## src/rtl/smtp_pkg.sv

```systemverilog
`default_nettype none

package smtp_pkg;

   // one input item
   typedef struct packed {
      logic [2:0] cmd;
      logic [3:0] command_code;
      logic       params_ok;
      logic [7:0] payload_byte;
      logic       store_ok;
   } req_type;

   // one result item
   typedef struct packed {
      logic       reply_valid;
      logic [3:0] reply_code;
      logic       data_valid;
      logic [7:0] data_out;
      logic       body_done;
      logic       session_end;
      logic [1:0] end_status;
      logic [7:0] recipients;
      logic       last;
   } rsp_type;

endpackage

`default_nettype wire

```

## src/rtl/smtp_server_session_fsm.sv

```systemverilog
`default_nettype none

// SMTP server session controller.
// Input channel (req_valid/req_stall/req_item): one item per transfer - open,
// decoded command, mail body byte, store result or link error.
// Result channel (rsp_valid/rsp_stall/rsp_item): zero to three results per
// item; rsp_item.last marks the final result of an item.
// CSR port: APB-style, start_mode at 0x0, rcpt_limit at 0x4, pready tied high.
// Latency: with the result queue empty, an accepted item's first result is
// valid the cycle after the transfer. Throughput: one item per cycle while each gives at most one
// result and the receiver keeps up; a terminator mismatch releases up to
// three bytes, which drain one per cycle from the 4-entry result queue while the receiver keeps up.
// req_stall rises when more than one result is queued, so an item can be
// taken while a result waits but the queue never overflows.
// Reset (synchronous): session idle, matcher at start, recipient count zero,
// start_mode 0, rcpt_limit 100, result queue empty.
// When the receiver stalls, the head result holds; the input stalls once
// the queue backs up.
module smtp_server_session_fsm (
   input  wire logic             clock,
   input  wire logic             reset,
   input  wire logic             req_valid,
   output logic                  req_stall,
   input  wire smtp_pkg::req_type req_item,
   output logic                  rsp_valid,
   input  wire logic             rsp_stall,
   output smtp_pkg::rsp_type     rsp_item,
   input  wire logic             csr_psel,
   input  wire logic             csr_penable,
   input  wire logic             csr_pwrite,
   input  wire logic [2:0]       csr_paddr,
   input  wire logic [31:0]      csr_pwdata,
   output logic [31:0]           csr_prdata,
   output logic                  csr_pready
);
   import smtp_pkg::*;

   typedef enum logic [7:0] {
      PH_IDLE    = 8'b0000_0001,
      PH_CLEAR   = 8'b0000_0010,
      PH_GREETED = 8'b0000_0100,
      PH_MAIL    = 8'b0000_1000,
      PH_RCPT    = 8'b0001_0000,
      PH_DATA    = 8'b0010_0000,
      PH_STORE   = 8'b0100_0000,
      PH_ERROR   = 8'b1000_0000
   } phase_type;

   // terminator matcher: CR LF . CR LF
   typedef enum logic [4:0] {
      TP_START = 5'b00001,
      TP_CR    = 5'b00010,
      TP_CRLF  = 5'b00100,
      TP_DOT   = 5'b01000,
      TP_DOTCR = 5'b10000
   } term_type;

   localparam logic [2:0] KIND_OPEN  = 3'd0;
   localparam logic [2:0] KIND_CMD   = 3'd1;
   localparam logic [2:0] KIND_BYTE  = 3'd2;
   localparam logic [2:0] KIND_STORE = 3'd3;
   localparam logic [2:0] KIND_LINK  = 3'd4;

   localparam logic [3:0] CMD_EHLO = 4'd0;
   localparam logic [3:0] CMD_HELO = 4'd1;
   localparam logic [3:0] CMD_MAIL = 4'd2;
   localparam logic [3:0] CMD_RCPT = 4'd3;
   localparam logic [3:0] CMD_DATA = 4'd4;
   localparam logic [3:0] CMD_QUIT = 4'd5;
   localparam logic [3:0] CMD_RSET = 4'd6;
   localparam logic [3:0] CMD_NOOP = 4'd7;
   localparam logic [3:0] CMD_VRFY = 4'd8;

   localparam logic [3:0] RC_220 = 4'd0;
   localparam logic [3:0] RC_221 = 4'd1;
   localparam logic [3:0] RC_250 = 4'd2;
   localparam logic [3:0] RC_252 = 4'd3;
   localparam logic [3:0] RC_354 = 4'd4;
   localparam logic [3:0] RC_452 = 4'd5;
   localparam logic [3:0] RC_455 = 4'd6;
   localparam logic [3:0] RC_500 = 4'd7;
   localparam logic [3:0] RC_503 = 4'd8;
   localparam logic [3:0] RC_552 = 4'd9;

   localparam logic [1:0] END_MAIL = 2'd0;
   localparam logic [1:0] END_QUIT = 2'd1;
   localparam logic [1:0] END_ERR  = 2'd2;

   localparam logic [1:0] MODE_WELCOME = 2'd0;
   localparam logic [1:0] MODE_BROKEN  = 2'd1;

   localparam logic [2:0] ADDR_MODE  = 3'd0;
   localparam logic [2:0] ADDR_LIMIT = 3'd4;

   localparam logic [7:0] CH_CR  = 8'h0D;
   localparam logic [7:0] CH_LF  = 8'h0A;
   localparam logic [7:0] CH_DOT = 8'h2E;

   phase_type  phase_ff, phase_in;
   term_type   term_ff, term_in;
   logic [7:0] rcpt_ff, rcpt_in;
   logic [1:0] start_mode_ff;
   logic [7:0] rcpt_limit_ff;

   // result queue
   rsp_type    queue_ff [4];
   logic [1:0] wr_ptr_ff, wr_ptr_in;
   logic [1:0] rd_ptr_ff, rd_ptr_in;
   logic [2:0] count_ff, count_in;

   rsp_type    res [3];
   logic [1:0] res_n;
   logic       req_fire;
   logic       rsp_fire;
   logic       csr_write;

   function automatic rsp_type mk_reply(logic [3:0] rc);
      rsp_type r;
      r = '0;
      r.reply_valid = 1'b1;
      r.reply_code  = rc;
      return r;
   endfunction

   function automatic rsp_type mk_byte(logic [7:0] b);
      rsp_type r;
      r = '0;
      r.data_valid = 1'b1;
      r.data_out   = b;
      return r;
   endfunction

   assign req_fire  = req_valid && !req_stall;
   assign rsp_fire  = rsp_valid && !rsp_stall;
   assign csr_write = csr_psel && csr_penable && csr_pwrite && csr_pready;

   // ---------------------------------------------------------------------
   // session and matcher update for the item at the port
   // ---------------------------------------------------------------------
   always_comb begin
      phase_in = phase_ff;
      term_in  = term_ff;
      rcpt_in  = rcpt_ff;
      res_n    = 2'd0;
      for (int i = 0; i < 3; i++) begin
         res[i] = '0;
      end

      if (req_fire) begin
         case (req_item.cmd)
            KIND_OPEN: begin
               if (phase_ff == PH_IDLE) begin
                  rcpt_in = '0;
                  term_in = TP_START;
                  if (start_mode_ff == MODE_WELCOME) begin
                     phase_in = PH_CLEAR;
                     res[0]   = mk_reply(RC_220);
                     res_n    = 2'd1;
                  end else if (start_mode_ff == MODE_BROKEN) begin
                     phase_in = PH_ERROR;
                  end else begin
                     phase_in = PH_GREETED;
                  end
               end
            end
            KIND_CMD: begin
               if (phase_ff != PH_IDLE && phase_ff != PH_DATA &&
                   phase_ff != PH_STORE) begin
                  res_n = 2'd1;
                  case (req_item.command_code)
                     CMD_EHLO, CMD_HELO: begin
                        if (phase_ff != PH_CLEAR) begin
                           res[0] = mk_reply(RC_503);
                        end else if (!req_item.params_ok) begin
                           res[0] = mk_reply(RC_455);
                        end else begin
                           phase_in = PH_GREETED;
                           res[0]   = mk_reply(RC_250);
                        end
                     end
                     CMD_MAIL: begin
                        if (phase_ff == PH_ERROR) begin
                           res[0] = mk_reply(RC_552);
                        end else if (phase_ff != PH_GREETED) begin
                           res[0] = mk_reply(RC_503);
                        end else if (!req_item.params_ok) begin
                           res[0] = mk_reply(RC_455);
                        end else begin
                           phase_in = PH_MAIL;
                           res[0]   = mk_reply(RC_250);
                        end
                     end
                     CMD_RCPT: begin
                        if (phase_ff != PH_MAIL && phase_ff != PH_RCPT) begin
                           res[0] = mk_reply(RC_503);
                        end else if (!req_item.params_ok) begin
                           res[0] = mk_reply(RC_455);
                        end else if (rcpt_ff >= rcpt_limit_ff) begin
                           res[0] = mk_reply(RC_452);
                        end else begin
                           rcpt_in  = rcpt_ff + 8'd1;
                           phase_in = PH_RCPT;
                           res[0]   = mk_reply(RC_250);
                        end
                     end
                     CMD_DATA: begin
                        if (phase_ff != PH_RCPT) begin
                           res[0] = mk_reply(RC_503);
                        end else begin
                           phase_in = PH_DATA;
                           term_in  = TP_START;
                           res[0]   = mk_reply(RC_354);
                        end
                     end
                     CMD_QUIT: begin
                        phase_in              = PH_IDLE;
                        res[0]                = mk_reply(RC_221);
                        res[0].session_end    = 1'b1;
                        res[0].end_status     = END_QUIT;
                     end
                     CMD_RSET: begin
                        if (phase_ff == PH_MAIL || phase_ff == PH_RCPT) begin
                           rcpt_in  = '0;
                           phase_in = PH_GREETED;
                        end
                        res[0] = mk_reply(RC_250);
                     end
                     CMD_NOOP: res[0] = mk_reply(RC_250);
                     CMD_VRFY: res[0] = mk_reply(RC_252);
                     default:  res[0] = mk_reply(RC_500);
                  endcase
               end
            end
            KIND_BYTE: begin
               if (phase_ff == PH_DATA) begin
                  case (term_ff)
                     TP_CR: begin
                        res[0]  = mk_byte(req_item.payload_byte);
                        res_n   = 2'd1;
                        term_in = (req_item.payload_byte == CH_LF) ? TP_CRLF :
                                  (req_item.payload_byte == CH_CR) ? TP_CR : TP_START;
                     end
                     TP_CRLF: begin
                        if (req_item.payload_byte == CH_DOT) begin
                           term_in = TP_DOT;
                        end else begin
                           res[0]  = mk_byte(req_item.payload_byte);
                           res_n   = 2'd1;
                           term_in = (req_item.payload_byte == CH_CR) ? TP_CR : TP_START;
                        end
                     end
                     TP_DOT: begin
                        if (req_item.payload_byte == CH_CR) begin
                           term_in = TP_DOTCR;
                        end else begin
                           // release the held dot
                           res[0]  = mk_byte(CH_DOT);
                           res[1]  = mk_byte(req_item.payload_byte);
                           res_n   = 2'd2;
                           term_in = TP_START;
                        end
                     end
                     TP_DOTCR: begin
                        if (req_item.payload_byte == CH_LF) begin
                           res[0].body_done = 1'b1;
                           res_n            = 2'd1;
                           term_in          = TP_START;
                           phase_in         = PH_STORE;
                        end else begin
                           // release held dot and CR
                           res[0]  = mk_byte(CH_DOT);
                           res[1]  = mk_byte(CH_CR);
                           res[2]  = mk_byte(req_item.payload_byte);
                           res_n   = 2'd3;
                           term_in = (req_item.payload_byte == CH_CR) ? TP_CR : TP_START;
                        end
                     end
                     default: begin
                        res[0]  = mk_byte(req_item.payload_byte);
                        res_n   = 2'd1;
                        term_in = (req_item.payload_byte == CH_CR) ? TP_CR : TP_START;
                     end
                  endcase
               end
            end
            KIND_STORE: begin
               if (phase_ff == PH_STORE) begin
                  res_n = 2'd1;
                  if (req_item.store_ok) begin
                     phase_in           = PH_IDLE;
                     res[0]             = mk_reply(RC_250);
                     res[0].session_end = 1'b1;
                     res[0].end_status  = END_MAIL;
                  end else begin
                     phase_in = PH_RCPT;
                     res[0]   = mk_reply(RC_452);
                  end
               end
            end
            KIND_LINK: begin
               if (phase_ff != PH_IDLE) begin
                  phase_in           = PH_IDLE;
                  term_in            = TP_START;
                  res[0].session_end = 1'b1;
                  res[0].end_status  = END_ERR;
                  res_n              = 2'd1;
               end
            end
            default: ;
         endcase
      end

      // count after update, last flag on the final result
      for (int i = 0; i < 3; i++) begin
         res[i].recipients = rcpt_in;
         res[i].last       = (2'(i) == res_n - 2'd1);
      end
   end

   // ---------------------------------------------------------------------
   // result queue: up to three writes, one read per cycle
   // ---------------------------------------------------------------------
   assign wr_ptr_in = wr_ptr_ff + res_n;
   assign rd_ptr_in = rd_ptr_ff + 2'(rsp_fire);
   assign count_in  = count_ff + 3'(res_n) - 3'(rsp_fire);

   assign rsp_valid = (count_ff != 3'd0);
   assign rsp_item  = queue_ff[rd_ptr_ff];
   // room for a full three-result burst
   assign req_stall = (count_ff > 3'd1);

   always_ff @(posedge clock) begin
      for (int i = 0; i < 3; i++) begin
         if (2'(i) < res_n) begin
            queue_ff[wr_ptr_ff + 2'(i)] <= res[i];
         end
      end
   end

   always_ff @(posedge clock) begin
      if (reset) begin
         phase_ff  <= PH_IDLE;
         term_ff   <= TP_START;
         rcpt_ff   <= '0;
         wr_ptr_ff <= '0;
         rd_ptr_ff <= '0;
         count_ff  <= '0;
      end else begin
         phase_ff  <= phase_in;
         term_ff   <= term_in;
         rcpt_ff   <= rcpt_in;
         wr_ptr_ff <= wr_ptr_in;
         rd_ptr_ff <= rd_ptr_in;
         count_ff  <= count_in;
      end
   end

   // ---------------------------------------------------------------------
   // CSR port
   // ---------------------------------------------------------------------
   always_ff @(posedge clock) begin
      if (reset) begin
         start_mode_ff <= MODE_WELCOME;
         rcpt_limit_ff <= 8'd100;
      end else if (csr_write) begin
         if (csr_paddr[2]) begin
            rcpt_limit_ff <= csr_pwdata[7:0];
         end else begin
            start_mode_ff <= csr_pwdata[1:0];
         end
      end
   end

   always_comb begin
      case ({csr_paddr[2], 2'b00})
         ADDR_MODE:  csr_prdata = {30'd0, start_mode_ff};
         ADDR_LIMIT: csr_prdata = {24'd0, rcpt_limit_ff};
         default:    csr_prdata = '0;
      endcase
   end

   assign csr_pready = 1'b1;

endmodule

`default_nettype wire

```

## config.mk

```make
export PLATFORM = sky130hd
export DESIGN_NAME = smtp_server_session_fsm
export DESIGN_NICKNAME = d
export VERILOG_FILES = /design/src/rtl/smtp_pkg.sv /design/src/rtl/smtp_server_session_fsm.sv
export SDC_FILE = /design/constraint.sdc
export NUM_CORES = 1
export LEC_CHECK = 0
export BUFFER_PORTS_ARGS = -buffer_cell sky130_fd_sc_hd__buf_4
export CAP_MARGIN = 20
export CORE_AREA = 2 2 137 106
export DETAILED_ROUTE_END_ITERATION = 7
export DIE_AREA = 0 0 139 108
export GPL_TIMING_DRIVEN = 1
export PLACE_DENSITY = 0.84
export SYNTH_ARGS = -nofsm -noshare
export SYNTH_HDL_FRONTEND = slang
export SYNTH_SLANG_ARGS = --single-unit
```

## constraint.sdc

```tcl
create_clock -name clock -period 12.15 [get_ports clock]
set_clock_uncertainty 0.15 [all_clocks]
set_input_delay 2.43 -clock clock [delete_from_list [all_inputs] [get_ports clock]]
set_output_delay 2.43 -clock clock [all_outputs]
set_load 0.005 [all_outputs]
```

## Yosys cells after proc, flatten, opt, wreduce, memory -nomap -nowiden

Memories as Yosys holds them, arrays and structs flattened. A register that Yosys moved wholly into a read port is not among the register bits.
Cells that the tools add are included.

| storage, ports and cells | value |
|---|---|
| memories kept | 1 |
| flip-flop bits (word level) | 38 |
| ROM bits | 0 |
| RAM bits | 108 |
| bits in latches | 0 |
| output and inout bits | 62 |
| word-level logic and storage cells | 194 |

Memories:

| memory | words | bits a word | rd ports | clocked after memory_dff | wr ports | line | source |
|---|---|---|---|---|---|---|---|
| queue_ff | 4 | 27 | 1 | 1 | 3 | smtp_server_session_fsm.sv:106 | `rsp_type queue_ff [4];` |

| cells by class | value |
|---|---|
| multipliers | 0 |
| div/mod/pow operators | 0 |
| mux-type cells | 93 |
| equal/unequal tests | 55 |
| reduce and logical (&&, ||, !) cells | 23 |
| shifts and indexed selects | 0 |
| bitwise gates (word level) | 1 |
| $lt $le $gt $ge | 5 |
| add/subtract/negate cells | 8 |

Operators with widths:

| operator | number |
|---|---|
| 8-bit 2-to-1 mux | 26 |
| 27-bit one-hot mux with 7 select lines | 1 |
| 81-bit 2-to-1 mux | 2 |
| 27-bit 2-to-1 mux | 5 |
| 26-bit 2-to-1 mux | 5 |
| 25-bit 2-to-1 mux | 4 |
| 49-bit 2-to-1 mux | 2 |
| 22-bit one-hot mux with 3 select lines | 1 |
| 32-bit one-hot mux with 2 select lines | 1 |
| 15-bit one-hot mux with 4 select lines | 1 |
| 54-bit 2-to-1 mux | 1 |
| 27-bit one-hot mux with 2 select lines | 1 |
| 8-bit one-hot mux with 6 select lines | 1 |
| 5-bit 2-to-1 mux | 9 |
| 5-bit one-hot mux with 4 select lines | 2 |
| 8-bit one-hot mux with 5 select lines | 1 |
| 9-bit one-hot mux with 4 select lines | 1 |
| 8-bit one-hot mux with 2 select lines | 2 |
| 3-bit != test, second input constant | 10 |
| 8-bit by 4-bit == test with 1-bit output, second input constant | 3 |
| 22-bit 2-to-1 mux | 1 |
| 20-bit AND reduction | 1 |
| 4-bit by 3-bit == test with 1-bit output, second input constant | 4 |
| 8-bit by 6-bit == test with 1-bit output, second input constant | 2 |
| other kinds (60) | 98 |

## Logic depth before layout (Yosys ltp)

| logic depth | value |
|---|---|
| depth after elaboration | 9 |
| gate-level depth with buffers | 16 |
| mapped depth without buffers | 13 |

## Worst setup path before layout

Ideal clock, no wire load.

| timing path | value |
|---|---|
| path kind | input-to-reg |
| from | input port req_item[5] (netlist name) |
| to | register count_ff[2] |
| path buffers | 2 |
| path slack | 6.516 ns |
| data arrival time | 5.356 ns |
| library setup time | 0.128 ns |
| stages on the path | 15 |
| cells stage by stage | or4b_1 > buf_2 > or4_4 > and3_4 > a21oi_4 > nand2_4 > inv_2 > buf_6 > ha_1 > inv_1 > ha_1 > fa_1 > xor2_1 > xnor2_1 > nor2_1 |

| on the way | value |
|---|---|
| cells in the longest elaborated chain, start to end | 8 |
| elaborated cells between the ends (all ways) | 12 |
| classes of those cells | add/sub (2); eq/ne (3); mux (7) |

Ends and longest elaborated chain:

| item | line | source |
|---|---|---|
| from (decl) | smtp_server_session_fsm.sv:24 | `input wire smtp_pkg::req_type req_item,` |
| 8-bit by 6-bit == test with 1-bit output, or another cell as far along | smtp_server_session_fsm.sv:244 | `if (req_item.payload_byte == CH_DOT) begin` |
| 1-bit 2-to-1 mux, or another cell as far along | smtp_server_session_fsm.sv:244 |  |
| 2-bit one-hot mux with 3 select lines (*) | smtp_server_session_fsm.sv:236 | `case (term_ff)` |
| 2-bit 2-to-1 mux (*) | smtp_server_session_fsm.sv:235 | `if (phase_ff == PH_DATA) begin` |
| 2-bit one-hot mux with 5 select lines (*) | smtp_server_session_fsm.sv:150 | `case (req_item.cmd)` |
| 2-bit 2-to-1 mux (*) | smtp_server_session_fsm.sv:149 | `if (req_fire) begin` |
| 3-bit by 2-bit adder with 3-bit output (*) | smtp_server_session_fsm.sv:325 | `assign count_in = count_ff + 3'(res_n) - 3'(rsp_fire);` |
| 3-bit by 1-bit subtractor with 3-bit output (*) | smtp_server_session_fsm.sv:325 |  |
| to (signal assigned) | smtp_server_session_fsm.sv:354 | `count_ff <= count_in;` |
| to (decl) | smtp_server_session_fsm.sv:109 | `logic [2:0] count_ff, count_in;` |

Every way passes the cells marked *; elsewhere a longest branch is shown, timed or not.
A chain may end at the register's enable or synchronous reset.

==> impl_metrics.sql <==
INSERT INTO impl_metrics (metric_group, metric, value, unit) VALUES
('critical_path', 'cp_cell_sequence', 'buf_4, or3b_2, nor3_2, nand2_1, nor3_4, inv_2, a221o_2, inv_1', ''),
('clock_network', 'cts_sinks', '146', ''),
('drt', 'detail_route.wirelength', '23340', 'um'),
('critical_path', 'cpPeakStageDelay', '0.72', 'ns'),
('yosys', 'synthesis.area_per_instance', '10.29', 'um2'),
('global_routing', 'via_count_of_the_first_global_routing_pass', '6698', ''),
('global_routing', 'grtUsageTotal', '32.02', '%'),
('drt', 'firstDrtPassIters', '6', ''),
('critical_path', 'crit-reg2reg-capture', 'queue_ff[2][13]', ''),
('critical_path', 'timing.critical_path.to', 'queue_ff[2][13]', ''),
('worst_hold_path', 'hold_path.class', 'reg -> reg', ''),
('pwr', 'netSwitchingPower', '0.0003383', 'W'),
('clock_network', 'path_clk_slew', '0.06', 'ns'),
('critical_path', 'worst-r2r-setup-slack', '7.54', 'ns'),
('yosys', 'synth_seq_cells', '146', ''),
('yosys', 'synth_xor_xnor_area_share', '0.8420', '%'),
('clock_network', 'cts-buffers-inserted', '17', ''),
('floorplan', 'boundary_pins', '121', ''),
('critical_path', 'cp_top_delay_family', 'simple AND/OR/NAND/NOR gates', ''),
('pwr', 'static-leakage-power', '3.388', 'nW'),
('critical_path', 'worst_setup_path_end_kind', 'flop', ''),
('yosys', 'yosys_warnings', '0', ''),
('yosys', 'syn_area', '8322', 'um2'),
('clock_network', 'cts_hold_buf', '0', ''),
('yosys', 'synth-adder-area-share', '2.511', '%'),
('clock_network', 'postCtsSetupRepairBufs', '0', ''),
('yosys', 'simple_gate_fraction_of_synth_area', '19.11', '%'),
('critical_path', 'crit_start', 'req_item[16]', ''),
('floorplan', 'die_width', '139', 'um'),
('pwr', 'switching_share', '26.51', '%'),
('placed_design', 'place.gp.congestion', '0.9747', ''),
('drt', 'drc', '0', ''),
('timing', 'final.setup.tns', '0', 'ns'),
('timing', 'period_share', '51.19', '%'),
('global_routing', 'number_of_antenna_violations_at_the_first_check_in_global_routing', '0', ''),
('critical_path', 'critical_path_buf_inv_count', '3', ''),
('floorplan', 'initial_utilization', '61.56', '%'),
('clock_network', 'clock_tree.buffer_depth', '2', ''),
('yosys', 'post_synth_inst_count', '809', ''),
('pwr', 'power.internal', '0.0009378', 'W'),
('timing', 'worst_pin_slew', '1.052', 'ns'),
('critical_path', 'cp_data_arrival_time', '6.12', 'ns'),
('yosys', 'synth_compound_area_share', '19.09', '%'),
('timing', 'fmaxAchievable', '160.8', 'MHz'),
('yosys', 'synth_edf_count', '72', ''),
('yosys', 'ys_async_sr_fraction', '0', '%'),
('timing', 'post-route-min-period', '6.220', 'ns'),
('layout', 'drive_gt1_share', '20.39', '%'),
('layout', 'layout.cell_area.non_filler', '9344', 'um2'),
('timing', 'setup-violations-final', '0', ''),
('critical_path', 'crit_type', 'in -> reg', ''),
('clock_network', 'clkLatencyLatePin', '0.43', 'ns'),
('pwr', 'share_of_power_burned_in_combinational_logic', '16.1', '%'),
('layout', 'fillers', '1015', ''),
('critical_path', 'worst_setup_path_start_kind', 'input pin', ''),
('floorplan', 'core', '13520', 'um2'),
('global_routing', 'pin_count_of_the_biggest_net_entering_global_routing', '44', ''),
('global_routing', 'globalRouteOverflowTotal', '0', ''),
('layout', 'antenna-diode-count', '0', ''),
('floorplan', 'die_height', '108', 'um'),
('run_status', 'run_status', 'complete, no violations', ''),
('run', 'drv_cap', '0', ''),
('global_routing', 'grt_pass1_wl', '36760', 'um'),
('placed_design', 'portBuffers', '69', ''),
('critical_path', 'cp_num_cells', '8', ''),
('floorplan', 'floorplan.die_area', '15010', 'um2'),
('yosys', 'ys.flop_type', 'dfxtp_1', ''),
('clock_network', 'cts_root_buf', 'clkbuf_16', ''),
('timing', 'hold_viol_final', '0', ''),
('drt', 'route.vias.total', '6993', ''),
('pwr', 'pwr_density_cell', '136.6', 'nW/um2');
==> power groups by stage <==
stage | clock (W) | combinational (W) | sequential (W)
global route | 0.000535 | 0.000222 | 0.000563
global placement | 0 | 0.000199 | 0.000568
CTS | 0.000515 | 0.000204 | 0.000560
finish | 0.000513 | 0.000205 | 0.000558
floorplan | 0 | 0.000155 | 0.000539
detailed placement | 0 | 0.000203 | 0.000570
==> flip-flops by register name (all words and copies together), names as in the netlist <==
register	count
term_ff	5
rcpt_limit_ff	8
count_ff	3
rcpt_ff	8
queue_ff	108
wr_ptr_ff	2
phase_ff	8
start_mode_ff	2
rd_ptr_ff	2
==> stage by stage <==
step | std cells | setup WS, ns | total power [W] | utilization [%] | hold slack [ns]
after floorplan | 832 | 6.516 | 0.0006948 | - | 0.2771
after global placement | 1011 | 5.605 | 0.0007671 | 64.92 | 0.2905
after detailed placement | 1011 | 5.549 | 0.0007733 | 64.92 | 0.2983
after CTS | 1043 | 5.993 | 0.001279 | 69.12 | 0.3123
after global routing | 1043 | 5.783 | 0.001320 | 69.12 | 0.3253
final | 1043 | 5.930 | 0.001276 | 69.12 | 0.3108
==> Yosys cell counts (all sizes together) (7+ instances only) <==
library cell	count
nor2	94
dfxtp	74
edfxtp	72
nand2	60
buf	39
a21oi	35
o21ai	31
clkbuf	30
inv	29
mux4	27
nand3	24
a22o	23
ha	14
or3	13
nor2b	12
o2bb2ai	12
and2	11
nor3	11
o22ai	11
a32o	10
nand2b	10
or2	9
a31oi	8
nor4	8
and3	7
nand4b	7
o21a	7
or4	7
xnor2	7
==> per-layer routing <==
layer	part of all wire [%]	global-route usage (%)	vias up
li1	-	-	3143
met1	42	43.90	3420
met2	46	50.11	390
met3	9.5	9.212	40
met4	1.6	9.812	0
met5	0	0	-
==> final cells by class <==
class / count / area (um2) / share of cell area [%]
clock buffers: 20 / 436.7 / 4.673
inverters: 29 / 108.9 / 1.165
flip-flops and latches: 146 / 3645 / 39.01
well taps: 175 / 219.0 / 2.343
repair buffers: 73 / 548.0 / 5.865
clock inverters: 12 / 131.4 / 1.406
multi-input cells: 588 / 4255 / 45.54
==> worst min path at each step <==
stage / slack [ns] / startpoint / cells after the start / endpoint
4_1_cts: 0.31 / queue_ff[1][24] / 1 / queue_ff[1][24]
3_3_place_gp: 0.29 / queue_ff[3][22] / 1 / queue_ff[3][22]
3_5_place_dp: 0.30 / queue_ff[1][24] / 1 / queue_ff[1][24]
2_1_floorplan: 0.28 / queue_ff[1][22] / 1 / queue_ff[1][22]
6_report: 0.31 / queue_ff[1][23] / 1 / queue_ff[1][23]
5_1_grt: 0.33 / queue_ff[2][23] / 1 / queue_ff[2][23]
==> kinds of logic (layout without fill, tap and decap cells) <==
family / after synthesis / after routing
buffers and inverters: 98 / 134
multiplexers: 36 / 36
AO/OA/AOI/OAI: 203 / 203
AND/OR/NAND/NOR: 300 / 300
other: 2 / 25
XOR/XNOR: 8 / 8
adder cells (fa/ha/maj): 16 / 16
flip-flops: 146 / 146
==> cells in the final DEF (no fill, tap or decap), types with 17 or more instances in the layout <==
master	synthesis	layout
conb_1	2	25
a22o_1	23	23
nand2_1	59	59
dfxtp_1	74	73
o21ai_0	28	28
edfxtp_1	72	72
nand3_1	24	24
clkbuf_16	0	17
buf_4	30	73
mux4_2	27	27
a21oi_1	32	32
inv_1	27	27
nor2_1	94	94
Power figures use the tool's default switching activity.
